`config.mk`:
```
export PLATFORM = sky130hd
export DESIGN_NAME = cbf_ram
export DESIGN_NICKNAME = d
export VERILOG_FILES = /design/src/cbf_ram.sv
export SDC_FILE = /design/constraint.sdc
export NUM_CORES = 2
export LEC_CHECK = 0
export BUFFER_PORTS_ARGS = -buffer_cell sky130_fd_sc_hd__buf_2
export CAP_MARGIN = 30
export CORE_MARGIN = 8
export CORE_UTILIZATION = 38
export CTS_CLUSTER_DIAMETER = 200
export DETAILED_ROUTE_END_ITERATION = 6
export GPL_TIMING_DRIVEN = 0
export PLACE_DENSITY = 0.59
export SLEW_MARGIN = 40
export SYNTH_ARGS = -nofsm -noshare
export SYNTH_HDL_FRONTEND = slang
export SYNTH_SLANG_ARGS = --single-unit
```
`constraint.sdc`:
```
create_clock -name clk -period 14.5 [get_ports clk]
set_input_delay 1.45 -clock clk [delete_from_list [all_inputs] [get_ports clk]]
set_output_delay 1.45 -clock clk [all_outputs]
set_load 0.02 [all_outputs]
```
`src/cbf_ram.sv`:
```
// Generic single-write, single-read RAM with registered read data.
module cbf_ram #(
    parameter int WIDTH = 64,
    parameter int DEPTH = 64
) (
    input  logic                     clk,
    input  logic                     we,
    input  logic [$clog2(DEPTH)-1:0] waddr,
    input  logic [WIDTH-1:0]         wdata,
    input  logic [$clog2(DEPTH)-1:0] raddr,
    output logic [WIDTH-1:0]         rdata
);

    logic [WIDTH-1:0] mem [DEPTH];
    logic [WIDTH-1:0] rdata_reg;

    always_ff @(posedge clk)
    begin
        if (we)
            mem[waddr] <= wdata;
        rdata_reg <= mem[raddr];
    end

    assign rdata = rdata_reg;

endmodule

```
* Word-level counts from Yosys, hierarchy flattened *
Memory sizes are Yosys's and may differ from the RTL's. A register that Yosys moved wholly into a read port is not among the register bits.
Index checks and enable logic that the tools add are counted.

word-level totals
  output and inout port bits = 64
  memories kept = 1
  bits in writable memories = 4096
  word-level logic and storage cells = 3
  bits in registers = 0

operators by class
  muxes and demuxes = 2

memory list
  memory  depth  bits a word  rd ports  clocked after Yosys merged registers in  write ports  line  RTL
  mem     64     64           1         1                                        1            14    logic [WIDTH-1:0] mem [DEPTH];

operator list
  cell    count
  $mux 1  2

* Depth between registers and ports, before layout *
  word-level depth = 2
  mapped depth = 9

* Worst setup path before layout *
No wires, ideal clock.

  kind = input -> register
  from = in waddr[3]
  to = mem mem[48][0], enable pin
  arrival = 6.322 ns
  path slack = 7.614 ns
  stages on the path = 4
  data required time = 13.936 ns
  cell sequence = clkbuf_1 nor2b_1 nand4b_1 nor3_1

RTL lines
  element          line  RTL
  start, declared  8     input logic [$clog2(DEPTH)-1:0] waddr,
  end, declared    14

Straight into the memory's write port.

==> metrics list <==
- For this configuration, the core starts out at a cell density of 0.382.
* Peak VDD IR: 0.102 mV
- STA classifies the critical path startpoint as an input pin.
* Max FFs per register: roughly 4k
* Sequential share of the synthesized area: 0.795
- The flow ran to the end, and the final reports show no timing, DRC or antenna violations.
- After clock tree synthesis, the clock-pin slew on the worst setup and hold paths is 0.06 ns.
- Counting both buffers and inverters, the worst setup path holds a total of 5.
- Counting every net in the synthesized netlist gives 6676.
* Drt wl/cell: between 30 and 40 µm
- Overall fraction of global-route tracks in use: 0.198
* Via count of the first global-routing pass: 77.4k
- The startpoint identified for the worst register-to-register timing path is mem[63][6].
* Worst min-delay path startpoint: wdata[23]
* RSZ-0062 raised after global routing: no
* Relative max-transition margin: 0.367
- The number of hold buffers added after CTS was 0.
- Of the total power, registers draw 0.532.
* Final Net Count: 7585
* Vias post-DR: 76.0k
- Endpoint type of the worst setup path: flop
* Part of the total power dissipated in the clock network: 0.413
- Crit-path leading delay family: buffers and inverters
- CTS tree: built
* Finish-stage setup viols: 0
- Estimated wirelength of the detail-placed design: 305000 µm
- The clock drives approximately 4.2k sinks.
- Height of the die: 657 µm
* Last weighted congestion value of the routability-driven placer: 0.814
* Area growth from synthesis to layout: 18.3%
- The initial antenna violation count is 63.
- After detailed routing, the number of remaining DRC violations is 0.
* Slew at the pin with the worst max-slew slack: about 0.95 ns
* Worst setup path startpoint: raddr[2]
- Worst Hold Class: input pin to flop
- Global-route wire length before repair: 610000 µm
- In this run, synthesis inferred between 4k and 5k flip-flops with an integrated enable.
* Post-synthesis register bit count: 4160
* Cell with the biggest individual delay on the critical path: a211oi_2
* Die W: 657 µm
* Most common cell type on the critical path: buf_2
* Category of the critical setup timing path: input pin to flop
- Entering global routing, the biggest net connects 65 pins.
* Global route total overflow: 0
- Crit path max fanout: 10
- Number of resized instances in the post-cts repair step: 0
* Worst-path cell chain: buf_2 > buf_4 > buf_2 > buf_2 > buf_4 > mux2i_1 > o22ai_1 > a31oi_1 > a211oi_2
- ANT nets after route: 0
* IO Count: 142
- Count of cell instances traversed by the critical path: 9
- Clock latency at the later pin of the worst-skew pair: around 0.98 ns
- Highest attainable clock frequency: 0.211 GHz
- Buffers placed on the I/O ports in this run total 133.
- For the worst setup path, the data arrival time is roughly 5.5 ns.
* Syn Inst Count: 6598
* R2r worst-path depth: 5
- Power spread over the standard cell area amounts to 135 mW/mm².
- CP max stage delay: 0.80 ns
* Clk_skew: 0.0598 ns
- Of all flip-flops after synthesis, the portion carrying an async set or reset was 0.
- The final layout contains routed wiring with a total length of 439000 µm.
- In the synthesized netlist the dominant register cell turns out to be edfxtp_1.
- Summed over all cells, the static leakage comes to 0.0579 µW.
- Across all hold checks on the routed design, the worst slack comes to 0.876 ns.
- Fin crit period: ~4.7 ns
* Fraction of layout instances using a drive strength above 1: 0.318
- Number of warning messages in the yosys log: 0
- Total Negative Setup Slacks: 0 ns
* Hold violation count in the final report: 0
- Of the total power, the share spent switching nets is 0.219.
- The core region is 0.410 mm².
* Number of iterations in the first detailed-routing pass: 6
* Iter 0 DRT Violations: 10.0k
* Vias per Instance: 5.70
* Clock root buffer: clkbuf_16
- Internal: 19600 µW
- Row count: 235
- Die area: 0.432 mm²
- In this run the cell area of the synthesized design comes to 0.156 mm².
- In the finished design, the share of the clock period the worst path needs comes to 0.327.
- Clock H-tree levels: 5
* Final number of max-transition violations: 0
- Data required time at the worst endpoint: ~15 ns
* Post-synthesis area per instance: 23.7 µm²
- The tool flagged a number of max-cap violations equal to 0.
- Hold depth: 1
* Net switching power of the design: 5500 µW
* Clock buffer count from CTS: 408
- The clock passes through at most 4 buffers.
- Combinational group share of total power: 0.055
- Count of different cell masters after synthesis: 33
- Number of setup buffers added after CTS: 0
==> final cells by class <==
cell class | instances | area, µm²
antenna | 43 | 108
buffer | 370 | 1830
clock buffer | 509 | 10900
clock inverter | 236 | 2100
fill | 33600 | 225000
inverter | 19 | 71.3
multi-input combinational | 2049 | 31100
sequential | 4160 | 124000
tap | 5451 | 6820
timing repair buffer | 499 | 7840
==> power by group through the flow <==
stage	registers, µW	clock network [µW]	logic [µW]
after global placement	13600	0	1290
after CTS	13300	10500	1370
after floorplan	13600	0	620
after detailed placement	13600	0	1370
after global routing	13300	10900	1430
final	13300	10400	1370
==> worst register-to-register path, cell delays in order (launching register included) <==
cell and delay, ns:
edfxtp_1 0.36, mux4_2 0.48, mux2i_1 0.24, o22ai_1 0.32, a31oi_1 0.73, a211oi_2 0.25
==> metrics by stage <==
| stage | worst slack (ns) | instance area (µm²) | util | power, µW | instances |
|---|---|---|---|---|---|
| 2_1_floorplan | 7.61 | 156000 | - | 14200 | 6598 |
| 3_3_place_gp | 0.225 | 164000 | 0.400 | 14900 | 12200 |
| 3_5_place_dp | 8.90 | 172000 | 0.419 | 15000 | 12500 |
| 4_1_cts | 9.96 | 185000 | 0.451 | 25200 | 13300 |
| 5_1_grt | 9.95 | 185000 | 0.451 | 25700 | 13300 |
| 6_report | 9.76 | 185000 | 0.452 | 25100 | 13300 |
==> worst paths after layout <==
| check | endpoint | slack [ns] |
|---|---|---|
| setup / recovery | rdata[1] | 9.76 |
| setup reg to reg | rdata[6] | 11.93 |
| hold reg to reg | rdata[34] | 0.95 |
| hold / removal | mem[12][23] | 0.88 |
==> cells in the final DEF, fill, tap and decap left out, types with 11 or more instances in the layout <==
cell type   instances
edfxtp_1         4096
mux4_2           1024
clkbuf_16         418
buf_2             249
clkbuf_1          194
buf_8             179
a22oi_1           168
buf_16            138
mux2i_1           135
buf_4             123
a22o_1             88
clkinv_1           87
o22ai_1            74
clkinv_2           74
and3_1             64
dfxtp_1            64
nor2_4             63
nand2_1            58
nor2_1             48
nand3_1            44
diode_2            43
o221ai_1           38
a211oi_1           36
or3_1              29
or2_2              28
nor2b_1            28
a211oi_2           27
clkbuf_2           26
bufinv_16          26
inv_1              19
a2bb2oi_1          19
buf_1              17
a41oi_2            15
clkinvlp_4         14
buf_12             13
nand2b_1           11
a41oi_1            11
==> per-layer routing <==
layer	track usage	part of all wire	vias up
met4	0.0766	0.043	20
li1	-	-	30400
met2	0.329	0.49	3610
met5	0	0.00032	-
met1	0.261	0.38	41200
met3	0.0382	0.086	721
==> Yosys cell counts (2+ instances only) <==
cell	n	area share
clkbuf_1	140	0.0034
o22ai_1	83	0.0033
buf_6	6	0.00043
mux2i_1	135	0.0086
and3_1	64	0.0026
nor3_1	2	0.000064
mux4_2	1024	0.15
nand4_1	2	0.000080
edfxtp_1	4096	0.79
nand3_1	45	0.0014
buf_4	34	0.0016
nor2_1	112	0.0027
nand2_1	58	0.0014
nand3b_1	2	0.000096
nor2b_1	28	0.0011
a22oi_1	168	0.0081
or2_2	28	0.0011
a211oi_1	63	0.0030
a22o_1	88	0.0049
dfxtp_1	64	0.0082
or3_1	29	0.0012
and2_1	3	0.00012
buf_1	20	0.00048
inv_1	19	0.00046
buf_2	170	0.0054
nand2b_1	11	0.00044
o221ai_1	38	0.0021
a41oi_1	26	0.0015
a31oi_1	18	0.00072
a2bb2oi_1	19	0.0011
==> logic make-up after synthesis <==
family | Yosys count | share of synthesized area
DFF | 4160 | 0.795
muxes | 1159 | 0.156
AOI/OAI and AO/OA | 504 | 0.0248
buffers and inverters | 389 | 0.0118
and+or+nand+nor | 386 | 0.0124
No activity file was read; power rests on OpenSTA's default activity.
