## src/cbf_pkg.sv

```systemverilog
// Shared types, constants and helper functions for the cubic Bezier flattener.
package cbf_pkg;

    localparam int COORD_W = 32;
    localparam int TB      = 28;              // fraction bits of t and step
    localparam int T_W     = 29;              // t, step, mt: 0..one
    localparam int W_W     = 30;              // Bernstein weights, up to 3*one
    localparam int BASE_W  = 31;              // base and base+step
    localparam int MUL_W   = 33;              // shared multiplier operand width
    localparam int PROD_W  = 2 * MUL_W;
    localparam int ACC_W   = 68;              // blend accumulator
    localparam int SEG_W   = 48;              // target register width
    localparam int CMP_W   = 64;              // scaled chord compare width
    localparam int CH_W    = 65;              // sum of two squares with carry
    localparam int DIV_W   = 31;              // numerator of the step scaling

    localparam logic [T_W-1:0]   T_ONE   = T_W'(1) << TB;
    localparam logic [T_W-1:0]   T_HALF  = T_W'(1) << (TB - 1);
    localparam logic [T_W-1:0]   T_START = T_W'(26843546);
    // reciprocal of five, exact for any 32 bit numerator
    localparam logic [MUL_W-1:0] DIV5_M  = MUL_W'(33'h0_CCCC_CCCD);
    localparam int               DIV5_SH = 34;

    typedef struct packed {
        logic signed [COORD_W-1:0] start_x;
        logic signed [COORD_W-1:0] start_y;
        logic signed [COORD_W-1:0] ctrl1_x;
        logic signed [COORD_W-1:0] ctrl1_y;
        logic signed [COORD_W-1:0] ctrl2_x;
        logic signed [COORD_W-1:0] ctrl2_y;
        logic signed [COORD_W-1:0] end_x;
        logic signed [COORD_W-1:0] end_y;
    } curve_t;

    typedef struct packed {
        logic signed [COORD_W-1:0] from_x;
        logic signed [COORD_W-1:0] from_y;
        logic signed [COORD_W-1:0] to_x;
        logic signed [COORD_W-1:0] to_y;
        logic                      last_segment;
        logic                      capped;
    } seg_t;

    typedef struct packed {
        logic signed [COORD_W-1:0] x;
        logic signed [COORD_W-1:0] y;
    } point_t;

    typedef enum logic [4:0] {
        ST_IDLE, ST_LOOP, ST_T,
        ST_M0, ST_M1, ST_M2, ST_M3, ST_M4, ST_M5,
        ST_X0, ST_X1, ST_X2, ST_X3,
        ST_Y0, ST_Y1, ST_Y2, ST_Y3,
        ST_SX, ST_RY, ST_DY, ST_SY,
        ST_SUM, ST_L100, ST_DEC, ST_STEP,
        ST_PUSH, ST_CLOSE, ST_RD, ST_EMIT
    } state_t;

    // product of two t-format values, rounded half up back to t format
    function automatic logic [T_W-1:0] rnd_t(input logic signed [PROD_W-1:0] p);
        logic [PROD_W-1:0] s;
        s = p + PROD_W'(T_HALF);
        return s[TB +: T_W];
    endfunction

    // weighted sum rounded half up to a coordinate, saturated to 32 bits
    function automatic logic signed [COORD_W-1:0] rnd_sat(
        input logic signed [ACC_W-1:0] acc);
        logic signed [ACC_W-1:0] s;
        s = acc + ACC_W'(T_HALF);
        s = s >>> TB;
        if ((&s[ACC_W-1:COORD_W-1]) || !(|s[ACC_W-1:COORD_W-1]))
            return s[COORD_W-1:0];
        else if (s[ACC_W-1])
            return {1'b1, {(COORD_W-1){1'b0}}};
        else
            return {1'b0, {(COORD_W-1){1'b1}}};
    endfunction

    // magnitude of a difference of two coordinates
    function automatic logic [COORD_W:0] abs_diff(
        input logic signed [COORD_W-1:0] a,
        input logic signed [COORD_W-1:0] b);
        logic signed [COORD_W:0] d;
        d = {a[COORD_W-1], a} - {b[COORD_W-1], b};
        return d[COORD_W] ? (COORD_W+1)'(-d) : d;
    endfunction

endpackage

```

## src/cbf_mul.sv

```systemverilog
// Shared signed multiplier with a registered product.
module cbf_mul import cbf_pkg::*; (
    input  logic                     clk,
    input  logic signed [MUL_W-1:0]  a,
    input  logic signed [MUL_W-1:0]  b,
    output logic signed [PROD_W-1:0] prod
);

    logic signed [PROD_W-1:0] prod_reg;

    always_ff @(posedge clk)
    begin
        prod_reg <= a * b;
    end

    assign prod = prod_reg;

endmodule
```

## config.mk

```make
export PLATFORM = sky130hd
export DESIGN_NAME = cbf_mul
export DESIGN_NICKNAME = d
export VERILOG_FILES = /design/src/cbf_pkg.sv /design/src/cbf_mul.sv
export SDC_FILE = /design/constraint.sdc
export NUM_CORES = 2
export LEC_CHECK = 0
export ABC_AREA = 1
export BUFFER_PORTS_ARGS = -buffer_cell sky130_fd_sc_hd__buf_2
export CORE_MARGIN = 8
export CORE_UTILIZATION = 60
export CTS_BUF_LIST = sky130_fd_sc_hd__clkbuf_4 sky130_fd_sc_hd__clkbuf_8 sky130_fd_sc_hd__clkbuf_16
export DETAILED_ROUTE_END_ITERATION = 10
export PLACE_DENSITY = 0.75
export SLEW_MARGIN = 20
export SYNTH_ARGS = -nofsm -noshare
export SYNTH_HDL_FRONTEND = slang
export SYNTH_SLANG_ARGS = --single-unit
export TNS_END_PERCENT = 100
```

## constraint.sdc

```tcl
create_clock -name clk -period 8.7 [get_ports clk]
set_input_delay 0 -clock clk [delete_from_list [all_inputs] [get_ports clk]]
set_output_delay 0 -clock clk [all_outputs]
set_load 0.03 [all_outputs]
```

* After elaboration in Yosys (flattened, before gate mapping)
Index checks and enable logic that the tools add are counted.
** Operators by class
- Multipliers :: 1
** Operators by type and width (count)
- multiplier 33 x 33 -> 66 bit :: 1
** Storage, ports and cells
- Register bits :: 66
- Input bits :: 67
- Output and inout bits :: 66
- Logic and storage cells :: 2

* Depth between registers and ports, before layout
- Word-level depth :: 1
- Depth in mapped cells :: 34
- Gate-level depth less buffers :: 32

* Least setup slack after synthesis
Ideal clock, no wire load.
- Kind :: input port to flip-flop
- From :: in a[32]
- To :: reg prod_reg[60] (netlist: prod[60])
- Setup time :: 0.113 ns
- Arrival :: 6.643 ns
- Required time :: 8.587 ns
- Slack :: 1.944 ns
- Cell stages on the path :: 23
- Path buffers :: 2
- Cells stage by stage :: clkbuf_1 -> clkbuf_1 -> nand2_1 -> inv_1 -> fa_1 -> fa_1 -> fa_1 -> fa_1 -> inv_1 -> fa_1 -> fa_1 -> fa_1 -> fa_1 -> inv_1 -> ha_1 -> nand2_1 -> nor2_1 -> inv_1 -> nor3_1 -> nand2_1 -> and2_0 -> nand4_1 -> nand2_1
** Between the ends
- Longest elaborated chain between the ends :: 1
** RTL lines
- start, declared :: RTL line cbf_mul.sv:4 : input logic signed [MUL_W-1:0] a,
- multiplier 33 x 33 -> 66 bit :: RTL line cbf_mul.sv:13 : prod_reg <= a * b;
- end signal, assigned :: RTL line cbf_mul.sv:13
- end, declared :: RTL line cbf_mul.sv:9 : logic signed [PROD_W-1:0] prod_reg;
Every way passes these cells.

* Worst setup path in the final report
- From :: in b[9]
- To :: reg prod_reg[64] (netlist: prod[64])
** Between the ends
- Longest elaborated chain between the ends :: 1
** RTL lines
- start, declared :: RTL line cbf_mul.sv:5 : input logic signed [MUL_W-1:0] b,
- multiplier 33 x 33 -> 66 bit :: RTL line cbf_mul.sv:13
Every way passes these cells.

==> results.yml <==
synth:
  synth_edf_count: 0
  synth_cell_type_count: 35
  syn_inst: 5543
  yosysTopAreaCellShare: 0.531
  synthFlopType: "dfxtp_1"
  ys_ff_latch: 66
  postSynthAreaPerCell_sq_um: 7.79
  syn_nets: 6972
  syn_area_sq_mm: 0.0432
  synthTopCellsByArea: "fa_1 53%, inv_1 16%, nand2_1 13%, ha_1 6.3%, dfxtp_1 3.1%"
  yosys_warnings: 0
  ys_seq_area_frac: 0.0306
  yosysTopAreaCell: "fa_1"
  synthArstFlopShare: 0
floorplan:
  core-area_sq_mm: 0.0714
  die_area_sq_mm: 0.0808
  die_width_um: 284
  ios: 133
  dieHeight_um: 284
  rows: 98
  start_util: 0.605
hold_path:
  hold_path.class: "in -> reg"
  min_from: "b[0]"
  whs_path_depth: 3
  hold_end: "prod[0]"
clock_tree:
  clock_path_buffers: 2
  ctsResizeCount: 0
  cts_root_buf: "clkbuf_16"
  htree_num_levels: 3
  clkSinkCount: 66
  ctsHoldBuffers: 0
  postCtsSetupBuffers: 0
  cts_buffers: 9
  clk_pin_slew_ns: 0.07
  cts_tree: "built"
run_status:
  status: "completed"
critical_path:
  cp.arrival_ns: 7.43
  critPathKind: "in -> reg"
  crit_path_end_kind: "register"
  crit_path_start_kind: "primary input"
  required_ns: 8.93
  critPathMaxFanout: 33
timing:
  hold_ws_ns: 0.190
  slew_violations: 0
  fin_crit_sh: 0.827
  period_needed_ns: 7.19
  setup_tns_ns: 0
  rsz0062_at_grt: "false"
  worst_slack_ns: 1.51
  setup_viol: 0
  relSlewSlack: 0.305
  fmax_mhz: 139
  hold_violations: 0
  worst_slew_pin_slew_ns: 1.04
detailed_routing:
  drt-pass1-iter-count: 6
  drtAntennaViolNets: 0
  drt-initial-drc-count: 2216
  vias: 32900
  wl_per_cell_um: 17.8
  vias_per_cell: 5.14
  drc: 0
  wl_um: 114000
global_routing:
  track_usage: 0.293
  grt_max_degree: 34
  antenna_found_initial: 9
  gr-total-overflow: 0
  grt_pass1_wl_um: 190000
  grt_pass1_vias: 36800
final_layout:
  nets: 6869
  n_fill_cell: 6332
  final_cells: 6399
  syn_to_final_growth_pct: 3.02
  layout_common_cells: "1893 x inv_1, 1517 x nand2_1, 1144 x fa_1, 217 x ha_1, 132 x buf_2"
  layout_commonest_cell: "inv_1"
  largest_register_ffs: 66
  layout-drive-gt1-share: 0.0415
place:
  dp_slack_ns: 1.01
  dpl.hpwl_um: 96600
  dp_cells: 6379
  gp_congestion: 0.960
  portBuffers: 132
job:
  maxCapViolCount: 0
[per-layer routing]
| metal | GRT usage | vias up | share of wire |
|---|---|---|---|
| li1 | - | 14800 | - |
| met1 | 0.358 | 16400 | 0.38 |
| met2 | 0.520 | 1393 | 0.51 |
| met3 | 0.0485 | 311 | 0.077 |
| met4 | 0.108 | 8 | 0.040 |
| met5 | 0 | - | 0.00044 |
[how the worst max path moves through the flow]
stage | from | endpoint | slack [ns]
2_1_floorplan | a[32] | prod[60] | 1.94
3_3_place_gp | b[6] | prod[64] | 1.13
3_5_place_dp | b[6] | prod[64] | 1.01
4_1_cts | b[6] | prod[64] | 1.36
5_1_grt | b[9] | prod[64] | 1.13
6_report | b[9] | prod[64] | 1.51
[critical path, cell delays in order]
cell and delay [ns]:
buf_2 0.58, nand2_1 0.27, fa_1 0.68, fa_1 0.90
fa_1 0.54, inv_1 0.37, fa_1 0.52, fa_1 0.57
fa_1 0.44, fa_1 0.51, inv_1 0.06, fa_1 0.47
inv_1 0.04, ha_1 0.35, a21oi_1 0.26, a21boi_0 0.28
nand2_1 0.12, nand2_1 0.08, nand2_1 0.05, a21oi_1 0.15
nand2_1 0.07, nand2_1 0.06, nand2_1 0.05
[kinds of logic (layout without fill, tap and decap cells)]
logic type / count (synthesis) / in the layout / share of synthesized area
other: 0 / 5 / 0
AND/OR/NAND/NOR: 1810 / 1810 / 0.166
adder cells (fa/ha/maj): 1362 / 1362 / 0.594
AO/OA/AOI/OAI: 106 / 106 / 0.0138
flip-flops: 66 / 66 / 0.0306
buffers and inverters: 2158 / 2059 / 0.188
XOR/XNOR: 41 / 41 / 0.00832
[per-stage QoR]
step	area, sq um	utilization
final	44500	0.623
after global placement	44200	0.619
after global routing	44500	0.623
after detailed placement	44200	0.619
after CTS	44500	0.623
after floorplan	43200	-
[cell usage after synthesis, types with 3 or more instances]
cell type / instances
a21oi_1: 61
xor2_1: 37
nor4_1: 4
nand3b_1: 3
a21oi_2: 4
o21ai_1: 3
inv_1: 1894
nor2_1: 131
dfxtp_1: 66
clkbuf_1: 262
nand3_2: 8
xnor2_1: 4
nor3_1: 7
nand2_1: 1517
nor2_2: 20
nor2_4: 3
nand3_1: 70
o21ai_0: 19
or2_2: 5
nand4_1: 19
o21bai_1: 14
fa_1: 1145
nand2_2: 17
ha_1: 217
[area by class of cell]
type / instances / area (sq um) / area share
repair buffers: 149 / 788 / 0.0177
inverters: 1895 / 7110 / 0.160
clock inverters: 4 / 52.6 / 0.00118
diodes: 5 / 12.5 / 0.000281
flip-flops and latches: 66 / 1320 / 0.0297
clock buffers: 11 / 246 / 0.00554
well taps: 950 / 1190 / 0.0267
multi-input cells: 3319 / 33800 / 0.759
Power is left out: the tool's default activity adds up to more than one toggle a clock period on the data nets, which glitch-free logic cannot reach.
